$ cat config.mk
export PLATFORM = sky130hd
export DESIGN_NAME = stereo_mpx_peak_hold_meter
export DESIGN_NICKNAME = d
export VERILOG_FILES = /design/src/rtl/smphm_pkg.sv /design/src/rtl/stereo_mpx_peak_hold_meter.sv /design/src/rtl/smphm_audio_lane.sv /design/src/rtl/smphm_mpx_lane.sv /design/src/rtl/smphm_merge.sv
export SDC_FILE = /design/constraint.sdc
export NUM_CORES = 1
export LEC_CHECK = 0
export CORE_ASPECT_RATIO = 1.5
export CORE_MARGIN = 4
export CORE_UTILIZATION = 59
export DETAILED_ROUTE_END_ITERATION = 16
export DONT_BUFFER_PORTS = 1
export PLACE_DENSITY = 0.77
export SETUP_SLACK_MARGIN = 0.2
export SLEW_MARGIN = 20
export SYNTH_ARGS = -nofsm -noshare
export SYNTH_HDL_FRONTEND = slang
export SYNTH_SLANG_ARGS = --single-unit
$ cat constraint.sdc
create_clock -name clk -period 9.33 [get_ports clk]
set_clock_uncertainty 0.15 [all_clocks]
set_input_delay 0.933 -clock clk [delete_from_list [all_inputs] [get_ports clk]]
set_output_delay 0.933 -clock clk [all_outputs]
set_load 0.05 [all_outputs]
$ cat src/rtl/smphm_pkg.sv
// shared widths, codes, reset values and lane structs of the peak hold meter
package smphm_pkg;

  localparam int AUDIO_W     = 16;
  localparam int MPX_W       = 24;
  localparam int AGE_W       = 16;
  localparam int CFG_IDX_W   = 3;
  localparam int CFG_DATA_W  = 24;
  localparam int IN_TDATA_W  = 56;
  localparam int OUT_TDATA_W = 72;

  typedef enum logic [1:0] {
    ZONE_GREEN  = 2'd0,
    ZONE_YELLOW = 2'd1,
    ZONE_RED    = 2'd2
  } zone_t;

  localparam logic MODE_SAMPLE = 1'b0;
  localparam logic MODE_TICK   = 1'b1;

  localparam logic [CFG_IDX_W-1:0] REG_AUDIO_GREEN  = 3'd0;
  localparam logic [CFG_IDX_W-1:0] REG_AUDIO_YELLOW = 3'd1;
  localparam logic [CFG_IDX_W-1:0] REG_MPX_GREEN    = 3'd2;
  localparam logic [CFG_IDX_W-1:0] REG_MPX_YELLOW   = 3'd3;
  localparam logic [CFG_IDX_W-1:0] REG_MPX_TOL      = 3'd4;
  localparam logic [CFG_IDX_W-1:0] REG_HOLD_TICKS   = 3'd5;

  localparam logic [AUDIO_W-1:0] RST_AUDIO_GREEN  = 16'd8230;
  localparam logic [AUDIO_W-1:0] RST_AUDIO_YELLOW = 16'd11626;
  localparam logic [MPX_W-1:0]   RST_MPX_GREEN    = 24'd2097264;
  localparam logic [MPX_W-1:0]   RST_MPX_YELLOW   = 24'd2621580;
  localparam logic [MPX_W-1:0]   RST_MPX_TOL      = 24'd3495;
  localparam logic [AGE_W-1:0]   RST_HOLD_TICKS   = 16'd500;

  localparam logic [AGE_W-1:0] AGE_MAX = '1;

  // per-beat control broadcast to every lane
  typedef struct packed {
    logic take;
    logic sample;
    logic reload;
  } lane_ctrl_t;

  typedef struct packed {
    zone_t              zone;
    logic [AUDIO_W-1:0] peak;
    logic               rise;
    logic               mark;
  } audio_res_t;

  typedef struct packed {
    zone_t            zone;
    logic [MPX_W-1:0] peak;
    logic             rise;
    logic             mark;
  } mpx_res_t;

endpackage

$ cat src/rtl/stereo_mpx_peak_hold_meter.sv
// top level of the stereo audio and mpx peak hold level meter
//
// in channel: one beat is either a sample set (in_tuser low) carrying left,
// right and a raw mpx word, or a one millisecond tick (in_tuser high).
// out channel: one result beat per input beat with three zones (green,
// yellow, red), the three held peaks and the three peak-marker flags.
// cfg channel: cfg_index selects a threshold or the hold time, cfg_data is
// written when cfg_valid and cfg_ready meet; unknown indexes are dropped.
// the result beat sits in an output register, and one beat is taken
// every cycle while that register is free or drains; the held peaks and the
// shared hold age close their update loop in the cycle a beat is taken, and
// three lanes run side by side. while the receiver stalls the result beat
// holds, and a new input is taken only in the cycle it drains.
// reset (synchronous, rst_n low) clears the peaks and hold age, loads the
// default thresholds and drops any pending result; both ready outputs stay
// low while reset is held.
module stereo_mpx_peak_hold_meter (
  input  logic                                 clk,
  input  logic                                 rst_n,
  input  logic                                 in_tvalid,
  output logic                                 in_tready,
  // [15:0] left_sample, [31:16] right_sample, [55:32] mpx_word
  input  logic [smphm_pkg::IN_TDATA_W-1:0]     in_tdata,
  // [0] mode
  input  logic                                 in_tuser,
  output logic                                 out_tvalid,
  input  logic                                 out_tready,
  // [1:0] left_zone, [3:2] right_zone, [5:4] mpx_zone, [21:6] left_peak_out,
  // [37:22] right_peak_out, [61:38] mpx_peak_out, [62] left_mark,
  // [63] right_mark, [64] mpx_mark, rest zero
  output logic [smphm_pkg::OUT_TDATA_W-1:0]    out_tdata,
  input  logic                                 cfg_valid,
  output logic                                 cfg_ready,
  input  logic [smphm_pkg::CFG_IDX_W-1:0]      cfg_index,
  input  logic [smphm_pkg::CFG_DATA_W-1:0]     cfg_data
);
  import smphm_pkg::*;

  logic [AUDIO_W-1:0] audio_green_r;
  logic [AUDIO_W-1:0] audio_yellow_r;
  logic [MPX_W-1:0]   mpx_green_r;
  logic [MPX_W-1:0]   mpx_yellow_r;
  logic [MPX_W-1:0]   mpx_tol_r;
  logic [AGE_W-1:0]   hold_ticks_r;

  logic       take;
  logic       reload;
  logic       sample;
  lane_ctrl_t ctrl;
  audio_res_t left_res;
  audio_res_t right_res;
  mpx_res_t   mpx_res;

  assign cfg_ready = rst_n;

  always_ff @(posedge clk) begin
    if (!rst_n) begin
      audio_green_r  <= RST_AUDIO_GREEN;
      audio_yellow_r <= RST_AUDIO_YELLOW;
      mpx_green_r    <= RST_MPX_GREEN;
      mpx_yellow_r   <= RST_MPX_YELLOW;
      mpx_tol_r      <= RST_MPX_TOL;
      hold_ticks_r   <= RST_HOLD_TICKS;
    end else if (cfg_valid && cfg_ready) begin
      case (cfg_index)
        REG_AUDIO_GREEN:  audio_green_r  <= cfg_data[AUDIO_W-1:0];
        REG_AUDIO_YELLOW: audio_yellow_r <= cfg_data[AUDIO_W-1:0];
        REG_MPX_GREEN:    mpx_green_r    <= cfg_data[MPX_W-1:0];
        REG_MPX_YELLOW:   mpx_yellow_r   <= cfg_data[MPX_W-1:0];
        REG_MPX_TOL:      mpx_tol_r      <= cfg_data[MPX_W-1:0];
        REG_HOLD_TICKS:   hold_ticks_r   <= cfg_data[AGE_W-1:0];
        default: ;
      endcase
    end
  end

  assign sample      = (in_tuser == MODE_SAMPLE);
  assign ctrl.take   = take;
  assign ctrl.sample = sample;
  assign ctrl.reload = reload;

  smphm_audio_lane u_left (
    .clk        (clk),
    .rst_n      (rst_n),
    .ctrl       (ctrl),
    .sample     (in_tdata[15:0]),
    .green_thr  (audio_green_r),
    .yellow_thr (audio_yellow_r),
    .res        (left_res)
  );

  smphm_audio_lane u_right (
    .clk        (clk),
    .rst_n      (rst_n),
    .ctrl       (ctrl),
    .sample     (in_tdata[31:16]),
    .green_thr  (audio_green_r),
    .yellow_thr (audio_yellow_r),
    .res        (right_res)
  );

  smphm_mpx_lane u_mpx (
    .clk            (clk),
    .rst_n          (rst_n),
    .ctrl           (ctrl),
    .mpx_word       (in_tdata[55:32]),
    .green_thr      (mpx_green_r),
    .yellow_thr     (mpx_yellow_r),
    .mark_tolerance (mpx_tol_r),
    .res            (mpx_res)
  );

  smphm_merge u_merge (
    .clk        (clk),
    .rst_n      (rst_n),
    .in_tvalid  (in_tvalid),
    .sample     (sample),
    .hold_ticks (hold_ticks_r),
    .left_res   (left_res),
    .right_res  (right_res),
    .mpx_res    (mpx_res),
    .out_tready (out_tready),
    .in_tready  (in_tready),
    .take       (take),
    .reload     (reload),
    .out_tvalid (out_tvalid),
    .out_tdata  (out_tdata)
  );

endmodule

$ cat src/rtl/smphm_audio_lane.sv
// one audio channel lane: magnitude, zone, held peak and peak marker
module smphm_audio_lane (
  input  logic                           clk,
  input  logic                           rst_n,
  input  smphm_pkg::lane_ctrl_t          ctrl,
  input  logic [smphm_pkg::AUDIO_W-1:0]  sample,
  input  logic [smphm_pkg::AUDIO_W-1:0]  green_thr,
  input  logic [smphm_pkg::AUDIO_W-1:0]  yellow_thr,
  output smphm_pkg::audio_res_t          res
);
  import smphm_pkg::*;

  logic [AUDIO_W-1:0] peak_r;
  logic [AUDIO_W-1:0] peak_nxt;
  logic [AUDIO_W-1:0] mag;
  logic               above;

  // full-scale negative wraps to 0x8000, which is the right magnitude
  assign mag   = sample[AUDIO_W-1] ? (~sample + 1'b1) : sample;
  assign above = mag > peak_r;

  always_comb begin
    peak_nxt = peak_r;
    if (ctrl.sample && (ctrl.reload || above)) begin
      peak_nxt = mag;
    end
  end

  always_comb begin
    res.peak = peak_nxt;
    res.rise = ctrl.sample && !ctrl.reload && above;
    res.mark = ctrl.sample && (mag == peak_nxt) && (peak_nxt > green_thr);
    if (!ctrl.sample) begin
      res.zone = ZONE_GREEN;
    end else if (mag <= green_thr) begin
      res.zone = ZONE_GREEN;
    end else if (mag <= yellow_thr) begin
      res.zone = ZONE_YELLOW;
    end else begin
      res.zone = ZONE_RED;
    end
  end

  always_ff @(posedge clk) begin
    if (!rst_n) begin
      peak_r <= '0;
    end else if (ctrl.take) begin
      peak_r <= peak_nxt;
    end
  end

endmodule

$ cat src/rtl/smphm_mpx_lane.sv
// mpx lane: magnitude, zone, held peak and tolerance-based peak marker
module smphm_mpx_lane (
  input  logic                         clk,
  input  logic                         rst_n,
  input  smphm_pkg::lane_ctrl_t        ctrl,
  input  logic [smphm_pkg::MPX_W-1:0]  mpx_word,
  input  logic [smphm_pkg::MPX_W-1:0]  green_thr,
  input  logic [smphm_pkg::MPX_W-1:0]  yellow_thr,
  input  logic [smphm_pkg::MPX_W-1:0]  mark_tolerance,
  output smphm_pkg::mpx_res_t          res
);
  import smphm_pkg::*;

  logic [MPX_W-1:0] peak_r;
  logic [MPX_W-1:0] peak_nxt;
  logic [MPX_W-1:0] mag;
  logic [MPX_W-1:0] diff;
  logic             above;

  assign mag   = mpx_word[MPX_W-1] ? (~mpx_word + 1'b1) : mpx_word;
  assign above = mag > peak_r;

  always_comb begin
    peak_nxt = peak_r;
    if (ctrl.sample && (ctrl.reload || above)) begin
      peak_nxt = mag;
    end
  end

  // distance to the updated peak
  assign diff = (mag >= peak_nxt) ? (mag - peak_nxt) : (peak_nxt - mag);

  always_comb begin
    res.peak = peak_nxt;
    res.rise = ctrl.sample && !ctrl.reload && above;
    res.mark = ctrl.sample && (diff <= mark_tolerance) && (mag > green_thr);
    if (!ctrl.sample) begin
      res.zone = ZONE_GREEN;
    end else if (mag <= green_thr) begin
      res.zone = ZONE_GREEN;
    end else if (mag <= yellow_thr) begin
      res.zone = ZONE_YELLOW;
    end else begin
      res.zone = ZONE_RED;
    end
  end

  always_ff @(posedge clk) begin
    if (!rst_n) begin
      peak_r <= '0;
    end else if (ctrl.take) begin
      peak_r <= peak_nxt;
    end
  end

endmodule

$ cat src/rtl/smphm_merge.sv
// merge stage: shared hold age, input handshake and registered result beat
module smphm_merge (
  input  logic                               clk,
  input  logic                               rst_n,
  input  logic                               in_tvalid,
  input  logic                               sample,
  input  logic [smphm_pkg::AGE_W-1:0]        hold_ticks,
  input  smphm_pkg::audio_res_t              left_res,
  input  smphm_pkg::audio_res_t              right_res,
  input  smphm_pkg::mpx_res_t                mpx_res,
  input  logic                               out_tready,
  output logic                               in_tready,
  output logic                               take,
  output logic                               reload,
  output logic                               out_tvalid,
  output logic [smphm_pkg::OUT_TDATA_W-1:0]  out_tdata
);
  import smphm_pkg::*;

  logic [AGE_W-1:0]       age_r;
  logic [AGE_W-1:0]       age_nxt;
  logic                   out_valid_r;
  logic                   out_valid_nxt;
  logic [OUT_TDATA_W-1:0] out_data_r;
  logic [OUT_TDATA_W-1:0] out_data_nxt;
  logic                   any_rise;

  assign in_tready = rst_n && (!out_valid_r || out_tready);
  assign take      = in_tvalid && in_tready;
  assign reload    = age_r > hold_ticks;
  assign any_rise  = left_res.rise || right_res.rise || mpx_res.rise;

  always_comb begin
    age_nxt = age_r;
    if (take) begin
      if (sample) begin
        if (reload || any_rise) begin
          age_nxt = '0;
        end
      end else if (age_r != AGE_MAX) begin
        age_nxt = age_r + 1'b1;
      end
    end
  end

  always_comb begin
    out_data_nxt = {
      {(OUT_TDATA_W - 65){1'b0}},
      mpx_res.mark, right_res.mark, left_res.mark,
      mpx_res.peak, right_res.peak, left_res.peak,
      mpx_res.zone, right_res.zone, left_res.zone
    };
  end

  always_comb begin
    out_valid_nxt = out_valid_r;
    if (take) begin
      out_valid_nxt = 1'b1;
    end else if (out_tready) begin
      out_valid_nxt = 1'b0;
    end
  end

  always_ff @(posedge clk) begin
    if (!rst_n) begin
      age_r       <= '0;
      out_valid_r <= 1'b0;
    end else begin
      age_r       <= age_nxt;
      out_valid_r <= out_valid_nxt;
    end
  end

  always_ff @(posedge clk) begin
    if (take) begin
      out_data_r <= out_data_nxt;
    end
  end

  assign out_tvalid = out_valid_r;
  assign out_tdata  = out_data_r;

endmodule

==> impl_metrics.csv, run 1 <==
group,metric,value,unit
cts,holdBufCountCts,0,
cts,post_cts_buffers,0,
cells_and_area,multi_input_area,12900,um2
timing,drv_slew,0,
grt,grt_max_degree,96,
placed_design,placement.io_buffers,0,
cells_and_area,final_nets,2748,
drt,antenna_left,0,
min_path,timing.hold.worst.class,"reg2reg",
run,cap_violations,0,
placed_design,dp_cells,2757,
cts,cts.sinks,258,
power,power.density,173,nW/um2
logic_synthesis,syn_area_per_cell,8.34,um2
grt,first_global_vias,17700,
timing,setup_viol,0,
cells_and_area,drive_above_1_share,6.12,%
drt,wl_per_cell,21.2,um
grt,use_met3,5.91,%
drt,routed_wirelength,59.6,mm
worst_setup_path,crit_start,"in_tdata[33]",
min_path,hp-start,"hold_ticks_r[9]",
logic_synthesis,synth_area,20000,um2
floorplanning,dieHeight,233,um
cells_and_area,final_cell_mix,"nand2_1 (347), ha_1 (291), inv_1 (231)",
drt,drt_iter0_drc,859,
logic_synthesis,synth_seq_area_share,29.1,%
worst_setup_path,critPathCaptureType,"register",
placed_design,hpwlAfterDp,46.3,mm
timing,period_needed,8.54,ns
power,clockPowerShare,30.3,%
cts,cts_htree_levels,1,
cts,ctsLongestPathBuffers,3,
worst_setup_path,max_stage_delay,0.47,ns
timing,period_share,91.6,%
worst_setup_path,cp_data_arrival_time,8.79,ns
cells_and_area,fill_cells,2834,
timing,max_slew_margin,24.4,%
floorplanning,fp.dieW,158,um
cts,clock_latency,0.57,ns
cts,cts_resized,0,
cells_and_area,final_common_cell,"nand2_1",
logic_synthesis,synthArstFlopShare,0,%
timing,worst_pin_slew,1.12,ns
worst_setup_path,crit_fanout,21,
timing,hold_viol,0,
drt,dr_total_vias,17500,
power,switching_share,36.3,%
logic_synthesis,synth_edf_count,65,
floorplanning,num_rows,82,
cts,cts-buffers-inserted,27,
logic_synthesis,ys_types,78,
power,vdd_drop_max,0.168,mV
logic_synthesis,ys_warn_count,0,
grt,grt.total_usage,31.6,%
worst_setup_path,slowest_stage,"or4_4",
worst_setup_path,worstPathRequired,9.58,ns
grt,grt_pass1_wl,92.3,mm
cts,cts_root_buf,"clkbuf_16",
power,pwr-share-comb,35.0,%
worst_setup_path,startpoint_type,"input pin",
grt,busiest_layer,"met2",
cells_and_area,regArea,5820,um2
worst_setup_path,r2r-start,"u_merge.age_r[11]",
grt,antenna_found_initial,1,
drt,viasPerCell,6.23,
cts,path_clk_slew,0.06,ns
drt,drc_errors,0,
cells_and_area,layout.cells.non_filler,2808,
cells_and_area,areaGrowthSynthToFinish,7.08,%
timing,setup_tns,0,ns
power,cell_internal_pwr,2.36,mW
timing,max_freq,117,MHz
power,power.total,3.70,mW
power,p_leak,8.84,nW
cts,cts_tree,"built",
floorplanning,ios,164,
run_status,status,"complete, no violations",
floorplanning,core_area,33400,um2
grt,gr-usage-met1,32.1,%
floorplanning,initial_core_util,59.7,%
logic_synthesis,synthCells,2397,
power,p_seq_share,34.8,%
power,p_switching,1.34,mW
floorplanning,die-area,36900,um2
grt,grt_use_met2,58.2,%
timing,whs,0.305,ns
logic_synthesis,synth-seq-cells,258,
drt,drt_first_pass_iters,7,
logic_synthesis,ys.flop_type,"dfxtp_1",
timing,rsz0062_at_grt,"false",
grt,overflow,0,
worst_setup_path,critPathKind,"in2reg",
placed_design,finalWeightedCongestion,0.963,
## cell families (layout without fill, tap and decap cells)
group                    count (synthesis)  in the layout  synth area share [%]
AND/OR/NAND/NOR                        694            694                  16.3
AO/OA/AOI/OAI                          587            587                  18.6
buffers and inverters                  340            323                  6.61
adder cells (fa/ha/maj)                293            293                  18.4
flip-flops                             258            258                  29.1
multiplexers                           132            132                  6.75
XOR/XNOR                                92             92                  4.18
other                                    1              9                0.0188
## power by group through the flow
stage               combinational, mW  sequential, mW  clock, mW
floorplan                       0.949            1.30          0
global placement                 1.23            1.31          0
detailed placement               1.27            1.31          0
CTS                              1.28            1.29       1.14
global route                     1.43            1.29       1.18
finish                           1.30            1.29       1.12
## flip-flops by register name, indices dropped and copies added, names as in the netlist
signal	cells
u_merge.out_tvalid	1
hold_ticks_r	16
mpx_green_r	24
u_right.peak_r	16
mpx_tol_r	24
u_mpx.peak_r	24
u_left.peak_r	16
u_merge.age_r	16
mpx_yellow_r	24
audio_green_r	16
u_merge.out_tdata	65
audio_yellow_r	16
## worst paths after layout
kind / endpoint / slack [ns] / depth (start not counted)
worst min-delay path: hold_ticks_r[9] / 0.31 / 2
worst min register to register: hold_ticks_r[9] / 0.31 / 2
worst max register to register: u_merge.out_tdata[64] / 2.51 / 25
worst max-delay path: u_merge.out_tdata[64] / 0.79 / 33
## cell type report
class                      instances  share of cell area (%)
multi-input combinational       1805                    60.4
sequential                       258                    27.2
inverter                         233                    4.10
clock buffer                      31                    3.57
tap                              420                    2.46
timing repair buffer              41                    1.56
clock inverter                    18                   0.702
antenna                            2                  0.0234
## routing by layer
metal,wire length (um),vias up
met5,0,-
met3,3420,206
li1,-,8441
met1,21000,8249
met2,30900,593
met4,4190,0
## critical path: cells and delay by family
| kind | cells | cell delay (ns) |
|---|---|---|
| compound gates | 11 | 2.25 |
| mux | 1 | 0.21 |
| simple gates | 13 | 3.50 |
| fa+ha+maj | 3 | 1.01 |
| xor+xnor | 2 | 0.25 |
| buf+inv | 3 | 0.61 |
## cells in the mapped netlist, types with 7 or more instances
master	n	area share [%]
nand2_1	347	6.5
ha_1	291	18
inv_1	232	4.4
a21oi_1	212	5.3
dfxtp_1	193	19
mux2i_1	110	5.5
o21ai_0	97	2.4
clkbuf_1	86	1.6
nor2_1	80	1.5
xnor2_1	74	3.2
a21o_1	70	2.6
edfxtp_1	65	9.8
nand4_1	61	1.9
nand3_1	55	1.4
o211ai_1	46	1.7
o21a_1	36	1.4
nor3_1	33	0.83
o31ai_1	29	1.1
nor2b_1	27	0.85
mux2_2	22	1.2
nand2b_1	16	0.50
xor2_1	16	0.70
a211oi_1	15	0.56
nor4_1	13	0.41
or3_1	12	0.38
a31oi_1	10	0.31
and3_1	10	0.31
o21bai_1	9	0.34
buf_4	8	0.30
and2_1	7	0.22
## stage by stage
step	setup slack, ns	area, um2	utilization, %
after detailed placement	-0.0125	20500	61.2
after global routing	0.253	21400	64.0
after CTS	0.596	21400	63.9
after global placement	0.113	20500	61.2
final	0.785	21400	64.0
after floorplan	0.403	20000	-
Note: power is estimated with default switching activity, not from simulation.
==> run 2, diff against run 1 <==
ABC_AREA = 1   (was default)
GPL_TIMING_DRIVEN = 1   (was default)
SKIP_LAST_GASP = 1   (was default)
==> run 2 against run 1 <==
Compared with the run above:
- sequential power about the same
- flip-flop and latch count unchanged
- via count rose by 8.9%
- clock-buffer cell count rose by 5
- cell area shrank 0.52%
- register-to-register slack gained 0.44 ns
- fmax is 8.7% higher
- wire length grew 10%
- setup slack improved by 0.69 ns
- die area grew 0.46%
- critical path depth grew 8
- global-route usage rose by 3.2 points
- critical endpoint unchanged
==> impl_metrics.csv, run 2 <==
group,metric,value,unit
cts,holdBufCountCts,0,
drt,drt_iter0_drc,1537,
timing,worst_slack,1.47,ns
worst_setup_path,r2r_cells,32,
floorplanning,initial_core_util,59.8,%
timing,setup_viol,0,
logic_synthesis,synth_area,20100,um2
floorplanning,core_area,33500,um2
drt,antenna_left,0,
cts,cts_root_buf,"clkbuf_16",
logic_synthesis,ys.flop_type,"dfxtp_1",
logic_synthesis,syn_area_per_cell,7.26,um2
floorplanning,dieHeight,234,um
logic_synthesis,yosys-top-cells-area,"dfxtp_1 (19%), ha_1 (18%), nand2_1 (9.9%)",
cts,cts_resized,0,
worst_setup_path,crit_fanout,43,
logic_synthesis,ys_types,59,
logic_synthesis,synth_seq_area_share,29.0,%
cts,clock_latency,0.57,ns
cells_and_area,multi_input_area,12300,um2
power,vdd_drop_max,0.156,mV
power,power.total,3.94,mW
logic_synthesis,synth_top_cell_area_share,19.2,%
worst_setup_path,critPathCaptureType,"register",
grt,first_global_vias,18800,
worst_setup_path,slowest_stage,"nand2_4",
cts,cts-buffers-inserted,27,
drt,wl_per_cell,20.7,um
power,power.density,185,nW/um2
cts,ctsLongestPathBuffers,3,
cells_and_area,final_nets,3118,
timing,worst_pin_slew,1.22,ns
timing,max_freq,127,MHz
drt,drt_first_pass_iters,9,
run_status,status,"complete, no violations",
timing,hold_viol,0,
logic_synthesis,post-synth-top-area-cell,"dfxtp_1",
timing,setup_tns,0,ns
worst_setup_path,max_stage_delay,0.46,ns
logic_synthesis,synthCells,2766,
worst_setup_path,r2r-end,"u_merge.out_tdata[64]",
cts,cts.sinks,258,
grt,grt_pass1_wl,100,mm
cells_and_area,drive_above_1_share,5.66,%
logic_synthesis,synthArstFlopShare,0,%
drt,dr_total_vias,19000,
worst_setup_path,crit_buf_inv,6,
grt,grt.total_usage,34.8,%
run,cap_violations,0,
cts,cts_htree_levels,1,
worst_setup_path,r2r-start,"u_mpx.peak_r[11]",
worst_setup_path,rrSetupSlack,2.95,ns
worst_setup_path,cp_data_arrival_time,7.99,ns
logic_synthesis,synth_edf_count,65,
timing,whs,0.310,ns
timing,drv_slew,0,
worst_setup_path,worstPathRequired,9.46,ns
cells_and_area,final_cell_mix,"nand2_1 (528), inv_1 (398), ha_1 (291)",
worst_setup_path,cp.depth,41,
cts,path_clk_slew,0.06,ns
logic_synthesis,ys_warn_count,0,
worst_setup_path,crit_family,"simple AND/OR/NAND/NOR gates",
cells_and_area,areaGrowthSynthToFinish,6.01,%
placed_design,finalWeightedCongestion,1.06,
worst_setup_path,critPathKind,"in2reg",
min_path,timing.hold.worst.class,"reg2reg",
timing,max_slew_margin,17.6,%
min_path,timing.hold.worst_path_depth,2,
floorplanning,fp.dieW,159,um
grt,grt_max_degree,126,
floorplanning,die-area,37100,um2
timing,period_needed,7.86,ns
placed_design,place_ws,1.03,ns
placed_design,hpwlAfterDp,51.9,mm
logic_synthesis,synth.most_common_cell,"nand2_1",
worst_setup_path,endpoint,"u_merge.out_tdata[64]",
cells_and_area,largest_register_ffs,65,
logic_synthesis,synth-seq-cells,258,
drt,viasPerCell,5.99,
logic_synthesis,synth_commonest_cells,"nand2_1 (528), inv_1 (399), ha_1 (291)",
worst_setup_path,startpoint_type,"input pin",
timing,period_share,84.2,%
floorplanning,ios,164,
drt,drc_errors,0,
worst_setup_path,crit_start,"in_tdata[32]",
timing,rsz0062_at_grt,"false",
placed_design,placement.io_buffers,0,
power,p_leak,9.50,nW
cts,cts_tree,"built",
drt,routed_wirelength,65.8,mm
cells_and_area,regArea,5820,um2
grt,overflow,0,
floorplanning,num_rows,82,
cts,post_cts_buffers,0,
grt,antenna_found_initial,2,
cells_and_area,utilization,63.4,%
worst_setup_path,cpMostUsedCell,"nand2_1",
cells_and_area,fill_cells,3002,
cells_and_area,final_common_cell,"nand2_1",
-- run 2: changes by cell type in the layout (fill, tap and decap cells not counted), sizes merged, moves of 39 or more --
cell | previous run | this run
xnor2 | 74 | 17
o21ai | 98 | 292
a21o | 70 | 8
nand2 | 347 | 538
nor2 | 80 | 186
xor2 | 16 | 55
inv | 236 | 425
mux2i | 110 | 0
a21oi | 212 | 273
nand3 | 55 | 140
-- run 2: layout make-up --
cell class | instances | area share [%]
multi-input cells | 2006 | 57.6
repair buffers | 18 | 0.635
clock buffers | 36 | 3.67
well taps | 420 | 2.47
flip-flops and latches | 258 | 27.3
diodes | 1 | 0.0118
inverters | 425 | 7.51
clock inverters | 14 | 0.741
-- run 2: cell families after synthesis --
family	count (synthesis)	share of synthesized area, %
DFF	258	29.0
other	1	0.0187
xor gates and xnor gates	72	3.22
buffers and inverters	508	10.0
and+or+nand+nor	956	20.5
AOI/OAI and AO/OA	678	18.9
adders and majority gates	293	18.3
-- run 2: how the worst min path moves through the flow --
stage	start	endpoint	slack (ns)
CTS	rst_n	mpx_green_r[21]	0.31
detailed placement	hold_ticks_r[3]	hold_ticks_r[3]	0.30
global route	rst_n	mpx_green_r[6]	0.32
global placement	mpx_yellow_r[1]	mpx_yellow_r[1]	0.29
finish	mpx_green_r[11]	mpx_green_r[11]	0.31
floorplan	u_mpx.peak_r[18]	u_mpx.peak_r[18]	0.28
-- run 2: per-layer routing --
metal,vias up,GRT usage (%),share of wire [%]
met5,-,0,0.052
met4,4,29.7,10
met3,280,5.10,5.8
met2,760,61.9,50
met1,8772,34.9,34
li1,9229,-,-
-- run 2: stage by stage --
stage / cells / instance area [um2]
finish: 3178 / 21300
global route: 3177 / 21300
CTS: 3177 / 21300
detailed placement: 3127 / 20300
global placement: 3127 / 20300
floorplan: 2772 / 20100
-- run 2: report_power, final --
| part | switching [mW] | internal, mW | leakage (nW) |
|---|---|---|---|
| Combinational | 1.00 | 0.491 | 6.84 |
| Sequential | 0.0929 | 1.21 | 2.19 |
| Clock | 0.488 | 0.652 | 0.464 |
-- run 2: tightest hold or removal path: stages, from the launching register on --
cell and delay [ns]:
dfxtp_1 0.30, inv_1 0.06, a21oi_1 0.05
